<file path="config.mk">
export PLATFORM = sky130hd
export DESIGN_NAME = ose_mul
export DESIGN_NICKNAME = d
export VERILOG_FILES = /design/src/rtl/core/ose_pkg.sv /design/src/rtl/core/ose_mul.sv
export SDC_FILE = /design/constraint.sdc
export NUM_CORES = 2
export LEC_CHECK = 0
export BUFFER_PORTS_ARGS = -buffer_cell sky130_fd_sc_hd__buf_2
export CORE_MARGIN = 2
export CORE_UTILIZATION = 65
export CTS_CLUSTER_SIZE = 14
export DETAILED_ROUTE_END_ITERATION = 6
export MAX_ROUTING_LAYER = met4
export PLACE_DENSITY = 0.86
export REMOVE_ABC_BUFFERS = 1
export SLEW_MARGIN = 0
export SYNTH_ARGS = -nofsm -noshare
export SYNTH_HDL_FRONTEND = slang
export SYNTH_SLANG_ARGS = --single-unit
</file>
<file path="constraint.sdc">
create_clock -name i_clk -period 14 [get_ports i_clk]
set_clock_uncertainty 0.2 [all_clocks]
set_input_delay 2.8 -clock i_clk [delete_from_list [all_inputs] [get_ports i_clk]]
set_output_delay 2.8 -clock i_clk [all_outputs]
set_load 0.005 [all_outputs]
</file>
<file path="src/rtl/core/ose_pkg.sv">
`timescale 1ns / 1ps
`default_nettype none

package ose_pkg;

    localparam int STACK_DEPTH = 64;
    localparam int ADDR_W      = $clog2(STACK_DEPTH);
    localparam int CNT_W       = $clog2(STACK_DEPTH + 1);
    localparam int DATA_W      = 64;
    localparam int HALF_W      = DATA_W / 2;
    localparam int PROD_W      = 2 * DATA_W;
    localparam int OP_W        = 4;
    localparam int STATUS_W    = 3;
    localparam int TGT_W       = 32;
    localparam int DEPTH_W     = 7;
    localparam int OUT_USED_W  = STATUS_W + 1 + TGT_W + 1 + DATA_W + DEPTH_W;
    localparam int OUT_W       = ((OUT_USED_W + 7) / 8) * 8;

    typedef enum logic [OP_W-1:0] {
        OP_PUSH  = 4'd0,
        OP_ADD   = 4'd1,
        OP_SUB   = 4'd2,
        OP_MUL   = 4'd3,
        OP_DIV   = 4'd4,
        OP_MOD   = 4'd5,
        OP_EQ    = 4'd6,
        OP_LT    = 4'd7,
        OP_GT    = 4'd8,
        OP_LE    = 4'd9,
        OP_GE    = 4'd10,
        OP_JUMP  = 4'd11,
        OP_JZ    = 4'd12,
        OP_PRINT = 4'd13
    } t_op;

    typedef enum logic [STATUS_W-1:0] {
        ST_OK    = 3'd0,
        ST_UNDER = 3'd1,
        ST_OVER  = 3'd2,
        ST_DIVZ  = 3'd3,
        ST_FATAL = 3'd4
    } t_status;

    typedef enum logic [2:0] {
        S_IDLE,
        S_EXEC,
        S_MUL,
        S_DIV,
        S_HOLD
    } t_state;

    typedef struct packed {
        logic start;
    } t_unit_req;

    typedef struct packed {
        logic busy;
        logic done;
    } t_unit_sts;

    typedef struct packed {
        t_status             status;
        logic                taken;
        logic [TGT_W-1:0]    target;
        logic                pvalid;
        logic [DATA_W-1:0]   pval;
        logic [CNT_W-1:0]    count;
        logic                wr_en;
        logic [ADDR_W-1:0]   wr_addr;
        logic [DATA_W-1:0]   wr_data;
    } t_result;

endpackage

`default_nettype wire

</file>
<file path="src/rtl/core/ose_mul.sv">
`timescale 1ns / 1ps
`default_nettype none

module ose_mul (
    input  wire                        i_clk,
    input  wire                        i_rst_n,
    input  wire ose_pkg::t_unit_req    i_req,
    input  wire [ose_pkg::DATA_W-1:0]  i_a,
    input  wire [ose_pkg::DATA_W-1:0]  i_b,
    output ose_pkg::t_unit_sts         o_sts,
    output logic [ose_pkg::PROD_W-1:0] o_prod
);
    import ose_pkg::*;

    logic [DATA_W-1:0] r_a;
    logic [DATA_W-1:0] r_b;
    logic [2:0]        r_step;
    logic              r_busy;
    logic              r_done;
    logic [DATA_W-1:0] r_pp;
    logic [1:0]        r_sel;
    logic              r_pp_vld;
    logic [PROD_W-1:0] r_acc;

    logic [HALF_W-1:0] a_half;
    logic [HALF_W-1:0] b_half;
    logic [PROD_W-1:0] pp_aligned;

    always_comb begin
        a_half = r_step[0] ? r_a[DATA_W-1:HALF_W] : r_a[HALF_W-1:0];
        b_half = r_step[1] ? r_b[DATA_W-1:HALF_W] : r_b[HALF_W-1:0];
    end

    always_comb begin
        case ({1'b0, r_sel[0]} + {1'b0, r_sel[1]})
            2'd0:    pp_aligned = {{DATA_W{1'b0}}, r_pp};
            2'd1:    pp_aligned = {{HALF_W{1'b0}}, r_pp, {HALF_W{1'b0}}};
            default: pp_aligned = {r_pp, {DATA_W{1'b0}}};
        endcase
    end

    always_ff @(posedge i_clk) begin
        if (!i_rst_n) begin
            r_busy   <= 1'b0;
            r_done   <= 1'b0;
            r_pp_vld <= 1'b0;
            r_step   <= '0;
        end else begin
            r_done <= 1'b0;
            if (i_req.start) begin
                r_busy   <= 1'b1;
                r_step   <= '0;
                r_pp_vld <= 1'b0;
            end else if (r_busy) begin
                r_step   <= r_step + 3'd1;
                r_pp_vld <= (r_step != 3'd4);
                if (r_step == 3'd4) begin
                    r_busy <= 1'b0;
                    r_done <= 1'b1;
                end
            end
        end
    end

    always_ff @(posedge i_clk) begin
        if (i_req.start) begin
            r_a   <= i_a;
            r_b   <= i_b;
            r_acc <= '0;
        end else if (r_busy) begin
            r_pp  <= a_half * b_half;
            r_sel <= r_step[1:0];
            if (r_pp_vld) begin
                r_acc <= r_acc + pp_aligned;
            end
        end
    end

    assign o_sts.busy = r_busy;
    assign o_sts.done = r_done;
    assign o_prod     = r_acc;

endmodule

`default_nettype wire

</file>
==> impl_metrics.prom <==
# TYPE chip_impl_metric gauge
chip_impl_info{name="run_status",value="finished with violations"} 1
chip_impl_info{name="violations",value="design-rule violations"} 1
chip_impl_metric{name="tightestPinTransition",unit="ns"} 1.31
chip_impl_info{name="worstHoldEndpoint",value="o_prod[47]"} 1
chip_impl_metric{name="cp_slowest_stage_delay",unit="ns"} 0.86
chip_impl_metric{name="global_route_wire_length_before_repair",unit="um"} 283000
chip_impl_metric{name="dr_total_vias",unit=""} 45500
chip_impl_metric{name="clk-insertion-delay-late",unit="ns"} 0.62
chip_impl_metric{name="synth-edff-count",unit=""} 194
chip_impl_info{name="critPathCaptureType",value="flop"} 1
chip_impl_metric{name="tritoncts_num_sinks",unit=""} 328
chip_impl_metric{name="globalRouteTotalUtil",unit="%"} 47.5
chip_impl_metric{name="route.detailed.vias_per_inst",unit=""} 6.36
chip_impl_metric{name="final_nets",unit=""} 7480
chip_impl_metric{name="synth_area",unit="um^2"} 52900
chip_impl_metric{name="max_cap_violations",unit=""} 0
chip_impl_info{name="timing.critical_path.slowest_stage_cell",value="mux2i_4"} 1
chip_impl_metric{name="synthArstFlopShare",unit="%"} 0
chip_impl_metric{name="route.antenna.remaining_nets",unit=""} 0
chip_impl_metric{name="routabilityCongestion",unit=""} 1.06
chip_impl_metric{name="detailed_place_hpwl",unit="um"} 148000
chip_impl_metric{name="ys_types",unit=""} 81
chip_impl_info{name="worst-setup-path-type",value="flop to flop"} 1
chip_impl_metric{name="maxClockFrequency",unit="MHz"} 97.2
chip_impl_metric{name="yosys_register_bits",unit=""} 328
chip_impl_metric{name="flow.area_growth_from_synthesis",unit="%"} 7.08
chip_impl_metric{name="syn-instance-count",unit=""} 5990
chip_impl_info{name="tightest_hold_check_type",value="flop to flop"} 1
chip_impl_metric{name="largest_net_degree_at_the_start_of_global_routing",unit=""} 121
chip_impl_metric{name="cp_max_fo",unit=""} 42
chip_impl_metric{name="register_area",unit="um^2"} 8520
chip_impl_metric{name="fillerInstances",unit=""} 6265
chip_impl_metric{name="grt_remaining_overflow",unit=""} 0
chip_impl_metric{name="start_util",unit="%"} 65.7
chip_impl_metric{name="cts_inserted_buffers",unit=""} 40
chip_impl_metric{name="synth_warn",unit=""} 0
chip_impl_metric{name="pin_count",unit=""} 261
chip_impl_metric{name="path_clk_slew",unit="ns"} 0.06
chip_impl_metric{name="drt_iter0_markers",unit=""} 4848
chip_impl_metric{name="worst-r2r-setup-slack",unit="ns"} 3.71
chip_impl_info{name="clockRootBuffer",value="clkbuf_16"} 1
chip_impl_metric{name="cp.arrival",unit="ns"} 10.43
chip_impl_metric{name="fp-row-count",unit=""} 104
chip_impl_info{name="layout.cells.most_common_list",value="inv_1 (938), fa_1 (897), nand2_1 (794), nor2_1 (730), ha_1 (393)"} 1
chip_impl_metric{name="antenna_found_initial",unit=""} 11
chip_impl_metric{name="finalHoldViolations",unit=""} 0
chip_impl_metric{name="cts_htree_levels",unit=""} 2
chip_impl_metric{name="setup_total_negative_slack",unit="ns"} 0
chip_impl_metric{name="grt_pass1_vias",unit=""} 46500
chip_impl_metric{name="synth_top_cell_area_share",unit="%"} 34.0
chip_impl_metric{name="die_width",unit="um"} 289
chip_impl_metric{name="post_cts_resize_count",unit=""} 0
chip_impl_metric{name="setup-violations-final",unit=""} 0
chip_impl_info{name="timing.critical_path.from_type",value="flop"} 1
chip_impl_metric{name="worst_r2r_path_depth",unit=""} 25
chip_impl_info{name="reg2reg_from",value="r_step[1]"} 1
chip_impl_info{name="grt_setup_unrepaired",value="no"} 1
chip_impl_metric{name="post_route_cells_drive_above_1_share",unit="%"} 8.92
chip_impl_metric{name="final_period_utilization",unit="%"} 73.5
chip_impl_metric{name="seq_area_frac_synth",unit="%"} 16.1
chip_impl_metric{name="critPathRequiredTime",unit="ns"} 14.14
chip_impl_metric{name="finalCriticalPeriod",unit="ns"} 10.29
chip_impl_info{name="yosys_most_used_dff",value="edfxtp_1"} 1
chip_impl_info{name="cts_tree",value="built"} 1
chip_impl_metric{name="slew_violations",unit=""} 0
chip_impl_metric{name="wl_per_cell",unit="um"} 26.5
chip_impl_info{name="synth.area.top_cells",value="fa_1 (34%), edfxtp_1 (11%), ha_1 (9.3%)"} 1
chip_impl_metric{name="port_buffers",unit=""} 260
chip_impl_metric{name="cts_max_path_buffers",unit=""} 3
chip_impl_metric{name="drtPass1Iterations",unit=""} 7
chip_impl_metric{name="floorplan.die.height",unit="um"} 289
chip_impl_metric{name="whs_path_depth",unit=""} 2
chip_impl_metric{name="floorplan.die_area",unit="um^2"} 83700
chip_impl_metric{name="multiInputGateArea",unit="um^2"} 40000
chip_impl_info{name="hold_path_startpoint",value="o_prod[47]"} 1
chip_impl_info{name="mostFrequentLayoutCell",value="inv_1"} 1
chip_impl_info{name="synth_top_area_cell",value="fa_1"} 1
chip_impl_info{name="timing.critical_path.max_delay_family",value="adder cells"} 1
chip_impl_metric{name="cp.depth",unit=""} 25
chip_impl_metric{name="routed_wl",unit="um"} 190000
chip_impl_info{name="crit-reg2reg-capture",value="r_pp[60]"} 1
chip_impl_metric{name="worstPathBufferInverterCount",unit=""} 5
chip_impl_metric{name="worst_slew_margin_rel",unit="%"} 12.0
chip_impl_metric{name="core_area",unit="um^2"} 80500
chip_impl_info{name="cp_common_cell",value="fa_1"} 1
chip_impl_metric{name="post_cts.repair.setup_buffers",unit=""} 0
chip_impl_metric{name="drc_errors",unit=""} 12
chip_impl_metric{name="post_syn_area_per_cell",unit="um^2"} 8.83
chip_impl_metric{name="ctsHoldBuffers",unit=""} 0
[cell type report]
type,instances,share of cell area (%)
Multi-Input combinational cell,4421,70.6
Sequential cell,328,15.0
Inverter,938,6.22
Timing Repair Buffer,329,3.25
Tap cell,1060,2.34
Clock buffer,50,2.04
Clock inverter,21,0.475
Antenna cell,9,0.0398
[Yosys cell counts (4+ instances only)]
cell,n
a31o_2,9
a31oi_1,21
nand3b_1,6
or2_2,6
o21a_1,30
nand2_1,795
nor2_1,731
a221oi_1,8
a21o_1,110
nor2b_1,14
o31a_1,4
mux2_2,65
a21oi_1,349
nand4_1,74
xor2_1,66
nor3_1,33
o21ai_1,5
dfxtp_1,134
buf_1,29
nor4_1,10
o211ai_1,12
ha_1,394
nand3_1,41
xnor2_1,105
and2_1,82
o31ai_1,17
o21ai_0,187
fa_1,897
o21bai_1,53
edfxtp_1,194
and4_1,9
clkbuf_1,268
a21boi_0,9
or3_1,15
mux2i_1,67
inv_1,938
a22o_1,69
a211oi_1,20
a221o_1,8
and3_1,28
nand2b_1,16
[cells by family after synthesis]
| family | share of synthesized area [%] |
|---|---|
| simple gates | 14.8 |
| fa+ha+maj | 43.3 |
| buf+inv | 8.83 |
| compound gates | 11.5 |
| flops | 16.1 |
| xor+xnor | 2.83 |
| mux | 2.65 |
[layer usage]
layer  share of wire (%)  GRT usage [%]  vias up
met3                  13           13.8      977
met4                 9.5           33.2        0
li1                    -              -    19300
met2                  43           70.8     3220
met1                  34           55.6    22000
met5                   0              -        -
[flip-flops by register name, indices dropped and copies added (netlist names)]
register and flops:
o_prod 128, r_a 64, r_pp 64, r_pp_vld 1, r_busy 1, r_step 3
r_sel 2, r_b 64, r_done 1
[per-stage QoR]
stage	std cells	hold slack (ns)	cell area, um^2	util, %	worst slack (ns)
after floorplan	5687	0.259	51700	-	3.72
after global placement	7076	0.258	55200	68.5	3.95
final	7156	0.269	56600	70.3	3.71
after detailed placement	7076	0.258	55200	68.5	3.78
after CTS	7147	0.267	56600	70.3	3.76
after global routing	7154	0.293	56600	70.3	3.25
[worst max-delay path by stage]
stage | startpoint | slack, ns | end
after floorplan | r_step[1] | 3.72 | r_pp[61]
after global placement | r_step[1] | 3.95 | r_pp[53]
after detailed placement | r_step[1] | 3.78 | r_pp[49]
after CTS | r_step[1] | 3.76 | r_pp[49]
after global routing | r_step[1] | 3.25 | r_pp[62]
final | r_step[1] | 3.71 | r_pp[60]
[worst register-to-register path: cells and delay by family (launching register included)]
family	cells	cell delay [ns]
mux	1	0.90
xor+xnor	1	0.13
fa+ha+maj	9	4.67
flops	1	0.82
compound gates	4	0.99
buf+inv	5	0.89
simple gates	5	1.41
Power is not shown: default switching activity piles up to over one toggle a cycle in this logic, so the estimate is an artifact.
