$ cat src/rtl/core/ose_pkg.sv
`timescale 1ns / 1ps
`default_nettype none

package ose_pkg;

    localparam int STACK_DEPTH = 64;
    localparam int ADDR_W      = $clog2(STACK_DEPTH);
    localparam int CNT_W       = $clog2(STACK_DEPTH + 1);
    localparam int DATA_W      = 64;
    localparam int HALF_W      = DATA_W / 2;
    localparam int PROD_W      = 2 * DATA_W;
    localparam int OP_W        = 4;
    localparam int STATUS_W    = 3;
    localparam int TGT_W       = 32;
    localparam int DEPTH_W     = 7;
    localparam int OUT_USED_W  = STATUS_W + 1 + TGT_W + 1 + DATA_W + DEPTH_W;
    localparam int OUT_W       = ((OUT_USED_W + 7) / 8) * 8;

    typedef enum logic [OP_W-1:0] {
        OP_PUSH  = 4'd0,
        OP_ADD   = 4'd1,
        OP_SUB   = 4'd2,
        OP_MUL   = 4'd3,
        OP_DIV   = 4'd4,
        OP_MOD   = 4'd5,
        OP_EQ    = 4'd6,
        OP_LT    = 4'd7,
        OP_GT    = 4'd8,
        OP_LE    = 4'd9,
        OP_GE    = 4'd10,
        OP_JUMP  = 4'd11,
        OP_JZ    = 4'd12,
        OP_PRINT = 4'd13
    } t_op;

    typedef enum logic [STATUS_W-1:0] {
        ST_OK    = 3'd0,
        ST_UNDER = 3'd1,
        ST_OVER  = 3'd2,
        ST_DIVZ  = 3'd3,
        ST_FATAL = 3'd4
    } t_status;

    typedef enum logic [2:0] {
        S_IDLE,
        S_EXEC,
        S_MUL,
        S_DIV,
        S_HOLD
    } t_state;

    typedef struct packed {
        logic start;
    } t_unit_req;

    typedef struct packed {
        logic busy;
        logic done;
    } t_unit_sts;

    typedef struct packed {
        t_status             status;
        logic                taken;
        logic [TGT_W-1:0]    target;
        logic                pvalid;
        logic [DATA_W-1:0]   pval;
        logic [CNT_W-1:0]    count;
        logic                wr_en;
        logic [ADDR_W-1:0]   wr_addr;
        logic [DATA_W-1:0]   wr_data;
    } t_result;

endpackage

`default_nettype wire

$ cat src/rtl/core/ose_div.sv
`timescale 1ns / 1ps
`default_nettype none

module ose_div (
    input  wire                        i_clk,
    input  wire                        i_rst_n,
    input  wire ose_pkg::t_unit_req    i_req,
    input  wire [ose_pkg::DATA_W-1:0]  i_dividend,
    input  wire [ose_pkg::DATA_W-1:0]  i_divisor,
    output ose_pkg::t_unit_sts         o_sts,
    output logic [ose_pkg::DATA_W-1:0] o_quot,
    output logic [ose_pkg::DATA_W-1:0] o_rem
);
    import ose_pkg::*;

    localparam int ITER_W = $clog2(DATA_W);

    logic [DATA_W-1:0] r_quo;
    logic [DATA_W-1:0] r_rem;
    logic [DATA_W-1:0] r_dvs;
    logic [ITER_W-1:0] r_cnt;
    logic              r_busy;
    logic              r_done;

    logic [DATA_W:0]   rem_sh;
    logic [DATA_W:0]   diff;

    always_comb begin
        rem_sh = {r_rem, r_quo[DATA_W-1]};
        diff   = rem_sh - {1'b0, r_dvs};
    end

    always_ff @(posedge i_clk) begin
        if (!i_rst_n) begin
            r_busy <= 1'b0;
            r_done <= 1'b0;
            r_cnt  <= '0;
        end else begin
            r_done <= 1'b0;
            if (i_req.start) begin
                r_busy <= 1'b1;
                r_cnt  <= '0;
            end else if (r_busy) begin
                r_cnt <= r_cnt + 1'b1;
                if (r_cnt == ITER_W'(DATA_W - 1)) begin
                    r_busy <= 1'b0;
                    r_done <= 1'b1;
                end
            end
        end
    end

    always_ff @(posedge i_clk) begin
        if (i_req.start) begin
            r_quo <= i_dividend;
            r_dvs <= i_divisor;
            r_rem <= '0;
        end else if (r_busy) begin
            if (!diff[DATA_W]) begin
                r_rem <= diff[DATA_W-1:0];
                r_quo <= {r_quo[DATA_W-2:0], 1'b1};
            end else begin
                r_rem <= rem_sh[DATA_W-1:0];
                r_quo <= {r_quo[DATA_W-2:0], 1'b0};
            end
        end
    end

    assign o_sts.busy = r_busy;
    assign o_sts.done = r_done;
    assign o_quot     = r_quo;
    assign o_rem      = r_rem;

endmodule

`default_nettype wire
$ cat config.mk
export PLATFORM = sky130hd
export DESIGN_NAME = ose_div
export DESIGN_NICKNAME = d
export VERILOG_FILES = /design/src/rtl/core/ose_pkg.sv /design/src/rtl/core/ose_div.sv
export SDC_FILE = /design/constraint.sdc
export NUM_CORES = 1
export LEC_CHECK = 0
export BUFFER_PORTS_ARGS = -buffer_cell sky130_fd_sc_hd__buf_4
export CORE_UTILIZATION = 35
export DETAILED_ROUTE_END_ITERATION = 6
export PLACE_DENSITY_LB_ADDON = 0.08
export SLEW_MARGIN = 20
export SYNTH_ARGS = -nofsm -noshare
export SYNTH_HDL_FRONTEND = slang
export SYNTH_SLANG_ARGS = --single-unit
$ cat constraint.sdc
create_clock -name i_clk -period 4.55 [get_ports i_clk]
set_clock_uncertainty 0.15 [all_clocks]
set_input_delay 0.91 -clock i_clk [delete_from_list [all_inputs] [get_ports i_clk]]
set_output_delay 0.91 -clock i_clk [all_outputs]
set_load 0.1 [all_outputs]
==> impl_metrics.prom <==
# TYPE chip_impl_metric gauge
chip_impl_info{name="status",value="completed"} 1
chip_impl_metric{name="per_cell_via_count_in_the_routed_design",unit=""} 5.22
chip_impl_metric{name="place_congestion",unit=""} 0.892
chip_impl_info{name="synth_top_flop_cell",value="sky130_fd_sc_hd__edfxtp_1"} 1
chip_impl_metric{name="placedCellCount",unit=""} 1865
chip_impl_metric{name="clock_path_buffers",unit=""} 2
chip_impl_metric{name="number_of_antenna_violations_at_the_first_check_in_global_routing",unit=""} 0
chip_impl_info{name="tritoncts",value="done"} 1
chip_impl_metric{name="netlist_instances",unit=""} 1201
chip_impl_metric{name="route.detailed.drc",unit=""} 0
chip_impl_info{name="min_delay_worst_endpoint",value="r_done"} 1
chip_impl_metric{name="post_cts_hold_buffer_count",unit=""} 0
chip_impl_info{name="regToRegEndpoint",value="o_rem[57]"} 1
chip_impl_info{name="r2r-start",value="o_quot[63]"} 1
chip_impl_metric{name="dp_hpwl",unit="um"} 26800
chip_impl_metric{name="async_flop_share",unit="%"} 0
chip_impl_metric{name="finalNonFillerCells",unit=""} 1897
chip_impl_metric{name="worst_path_arrival_time",unit="ps"} 4290
chip_impl_info{name="holdCritStartpoint",value="r_cnt[5]"} 1
chip_impl_metric{name="global_route_wire_length_before_repair",unit="um"} 55700
chip_impl_metric{name="post-route-worst-setup-slack",unit="ps"} 479
chip_impl_metric{name="routed_metal_1_wire_length",unit="um"} 15800
chip_impl_metric{name="slew_headroom",unit="%"} 24.7
chip_impl_info{name="maxUsedRoutingLayer",value="met4"} 1
chip_impl_metric{name="yosysSeqAreaShare",unit="%"} 45.1
chip_impl_metric{name="timing.hold.worst_path_depth",unit=""} 2
chip_impl_metric{name="die-height",unit="um"} 185
chip_impl_info{name="clock_tree.root_cell",value="sky130_fd_sc_hd__clkbuf_16"} 1
chip_impl_metric{name="tritoncts.num_buffers",unit=""} 17
chip_impl_metric{name="pin_count_of_the_biggest_net_entering_global_routing",unit=""} 73
chip_impl_metric{name="synthDistinctLibCells",unit=""} 63
chip_impl_metric{name="netlist_area",unit="um2"} 11700
chip_impl_info{name="worstSetupStartpointType",value="register"} 1
chip_impl_metric{name="postSynthAreaPerCell",unit="um2"} 9.75
chip_impl_metric{name="nets",unit=""} 1639
chip_impl_metric{name="reg2regPathDepth",unit=""} 13
chip_impl_metric{name="dr_total_vias",unit=""} 9902
chip_impl_info{name="timing.critical_path.to_type",value="register"} 1
chip_impl_metric{name="n_fill_cell",unit=""} 3255
chip_impl_metric{name="core_utilization_of_the_finished_layout",unit="%"} 44.9
chip_impl_metric{name="num_rows",unit=""} 66
chip_impl_metric{name="finalHoldViolCount",unit=""} 0
chip_impl_metric{name="clock_insertion_delay_at_the_later_pin_of_the_skew_report",unit="ps"} 470
chip_impl_info{name="post_synth_most_frequent_cells",value="sky130_fd_sc_hd__edfxtp_1 (128), sky130_fd_sc_hd__nor2_1 (125), sky130_fd_sc_hd__a21oi_1 (118)"} 1
chip_impl_metric{name="setup.reg_to_reg.worst_slack",unit="ps"} 480
chip_impl_metric{name="area_delta_synth_final",unit="%"} 25.5
chip_impl_info{name="synthMostInstantiatedCell",value="sky130_fd_sc_hd__edfxtp_1"} 1
chip_impl_metric{name="globalRouteTotalUtil",unit="%"} 21.3
chip_impl_metric{name="ys.warnings.count",unit=""} 0
chip_impl_info{name="rsz0062_at_grt",value="no"} 1
chip_impl_info{name="synth_area_leader_cell",value="sky130_fd_sc_hd__edfxtp_1"} 1
chip_impl_metric{name="timing.setup.tns",unit="ps"} 0
chip_impl_metric{name="finalMaxSlewViolations",unit=""} 0
chip_impl_metric{name="synth_fp_nets",unit=""} 1398
chip_impl_metric{name="wire_per_inst",unit="um"} 18.7
chip_impl_metric{name="global_route.overflow_total",unit=""} 0
chip_impl_metric{name="worst_ir_drop_vdd",unit="uV"} 280
chip_impl_metric{name="slew_at_the_pin_closest_to_its_max_slew_limit",unit="ps"} 1120
chip_impl_metric{name="power.static_leakage",unit="nW"} 6.26
chip_impl_metric{name="wl_met2",unit="um"} 16000
chip_impl_metric{name="post-route-period-util",unit="%"} 89.5
chip_impl_metric{name="numPortBuffers",unit=""} 260
chip_impl_metric{name="die_w",unit="um"} 185
chip_impl_info{name="worst_hold_path_type",value="reg2reg"} 1
chip_impl_metric{name="placeable_core_region",unit="um2"} 32700
chip_impl_metric{name="starting_density_of_the_core",unit="%"} 35.8
chip_impl_metric{name="synth_seq_cells",unit=""} 200
chip_impl_metric{name="cts.sinks",unit=""} 200
chip_impl_metric{name="preCtsSetupSlack",unit="ps"} 281
chip_impl_metric{name="cts_setup_buffers",unit=""} 0
chip_impl_metric{name="routed_wl_met3",unit="um"} 2960
chip_impl_metric{name="die_area",unit="um2"} 34200
chip_impl_metric{name="worst_setup_hold_path_clk_slew",unit="ps"} 80
chip_impl_metric{name="detail_route.iter0.violations",unit=""} 561
chip_impl_metric{name="synthDominantCellAreaShare",unit="%"} 32.8
chip_impl_metric{name="layout_min_cycle_time",unit="ps"} 4070
chip_impl_metric{name="critical_path_peak_fanout",unit=""} 8
chip_impl_metric{name="crit_required",unit="ps"} 4770
chip_impl_metric{name="drt_pass1_iterations",unit=""} 5
chip_impl_metric{name="route.antenna.remaining_nets",unit=""} 0
chip_impl_info{name="synth.area.top_cells",value="sky130_fd_sc_hd__edfxtp_1 (33%), sky130_fd_sc_hd__dfxtp_1 (12%), sky130_fd_sc_hd__ha_1 (6.9%)"} 1
chip_impl_metric{name="wirelength_routed",unit="um"} 35500
chip_impl_metric{name="synth_enable_flop_cells",unit=""} 128
chip_impl_metric{name="finalSetupViolations",unit=""} 0
chip_impl_metric{name="drive_above_1_share",unit="%"} 26.7
chip_impl_metric{name="num_antenna_cells",unit=""} 0
chip_impl_metric{name="io_pins",unit=""} 261
chip_impl_metric{name="maxCapViolCount",unit=""} 0
chip_impl_info{name="timing_worst_setup_path_type",value="reg2reg"} 1
chip_impl_metric{name="grt_pass1_vias",unit=""} 9952
chip_impl_metric{name="htreeDepth",unit=""} 4
chip_impl_metric{name="pwr_density_cell",unit="nW/um2"} 374
chip_impl_metric{name="peak_clock_frequency_supported_by_timing",unit="GHz"} 0.246
chip_impl_metric{name="cts_resized",unit=""} 0
## worst max-delay path by stage
stage	start	to	cells past startpoint
2_1_floorplan	o_quot[63]	o_rem[47]	14
3_3_place_gp	o_quot[63]	o_rem[51]	13
3_5_place_dp	o_quot[63]	o_rem[51]	13
4_1_cts	o_quot[63]	o_rem[51]	13
5_1_grt	o_quot[63]	o_rem[18]	14
6_report	o_quot[63]	o_rem[57]	13
## state kept, by name (all words and copies together) (netlist names)
register  cells
r_dvs        64
r_busy        1
r_done        1
r_cnt         6
o_rem        64
o_quot       64
## layer usage
layer,up-vias,GRT usage [%]
li1,4892,-
met1,4663,26.9
met2,312,33.8
met3,35,7.14
met4,0,7.60
met5,-,0
## metrics by stage
stage | hold slack [ps] | power, mW | cell area, um2
5_1_grt | 365 | 5.75 | 14700
3_5_place_dp | 323 | 4.02 | 14100
3_3_place_gp | 318 | 4.02 | 14100
6_report | 332 | 5.49 | 14700
2_1_floorplan | 295 | 3.55 | 11700
4_1_cts | 336 | 5.56 | 14700
## kinds of logic after synthesis
group | after synthesis | synth area share (%)
AO/OA/AOI/OAI | 344 | 19.0
AND/OR/NAND/NOR | 311 | 11.8
flip-flops | 200 | 45.1
buffers and inverters | 139 | 4.75
multiplexers | 84 | 7.90
adder cells (fa/ha/maj) | 66 | 7.12
XOR/XNOR | 57 | 4.26
## power by group
group	total, mW	switching, mW	internal [mW]
combinational	1.78	1.27	0.509
sequential	2.20	0.102	2.10
clock	1.51	0.783	0.726
## worst max-delay path: stages (launching register included)
cell	delay (ps)
sky130_fd_sc_hd__edfxtp_1	390
sky130_fd_sc_hd__inv_1	60
sky130_fd_sc_hd__ha_1	210
sky130_fd_sc_hd__fa_1	410
sky130_fd_sc_hd__nand2b_1	180
sky130_fd_sc_hd__a21oi_1	210
sky130_fd_sc_hd__o21ai_0	200
sky130_fd_sc_hd__a211oi_1	400
sky130_fd_sc_hd__o21ai_1	190
sky130_fd_sc_hd__a311oi_1	440
sky130_fd_sc_hd__and3_2	510
sky130_fd_sc_hd__buf_4	260
sky130_fd_sc_hd__nand3_1	110
sky130_fd_sc_hd__a311oi_2	250
## cell usage in the layout, fill, tap and decap left out, types with 6 or more instances in the layout
cell type / Yosys / routed
sky130_fd_sc_hd__o211a_1: 8 / 8
sky130_fd_sc_hd__dfxtp_1: 72 / 71
sky130_fd_sc_hd__inv_1: 85 / 84
sky130_fd_sc_hd__xnor2_1: 24 / 24
sky130_fd_sc_hd__a21o_1: 22 / 22
sky130_fd_sc_hd__a21oi_1: 118 / 118
sky130_fd_sc_hd__buf_4: 6 / 274
sky130_fd_sc_hd__o21ai_0: 40 / 40
sky130_fd_sc_hd__clkbuf_16: 0 / 17
sky130_fd_sc_hd__ha_1: 65 / 65
sky130_fd_sc_hd__nor2_1: 125 / 125
sky130_fd_sc_hd__o21bai_1: 12 / 12
sky130_fd_sc_hd__o31ai_1: 7 / 7
sky130_fd_sc_hd__mux2_2: 65 / 65
sky130_fd_sc_hd__and3_1: 11 / 10
sky130_fd_sc_hd__mux2i_1: 17 / 17
sky130_fd_sc_hd__nor3_1: 21 / 21
sky130_fd_sc_hd__xor2_1: 33 / 33
sky130_fd_sc_hd__nand3_1: 14 / 13
sky130_fd_sc_hd__o211ai_1: 17 / 17
sky130_fd_sc_hd__o21ai_1: 18 / 18
sky130_fd_sc_hd__nand4_1: 22 / 22
sky130_fd_sc_hd__nand2_1: 88 / 88
sky130_fd_sc_hd__a31oi_1: 9 / 9
sky130_fd_sc_hd__edfxtp_1: 128 / 128
sky130_fd_sc_hd__a32oi_1: 6 / 6
sky130_fd_sc_hd__a211oi_1: 45 / 45
## cell type report
cell class	count	area [um2]	share of cell area, %
Sequential cell	200	5290	36.0
Timing Repair Buffer	276	2090	14.2
Clock buffer	18	429	2.92
Clock inverter	14	135	0.920
Tap cell	442	553	3.76
Multi-Input combinational cell	862	5880	40.0
Inverter	85	319	2.17
No activity file was read; power rests on OpenSTA's default activity.
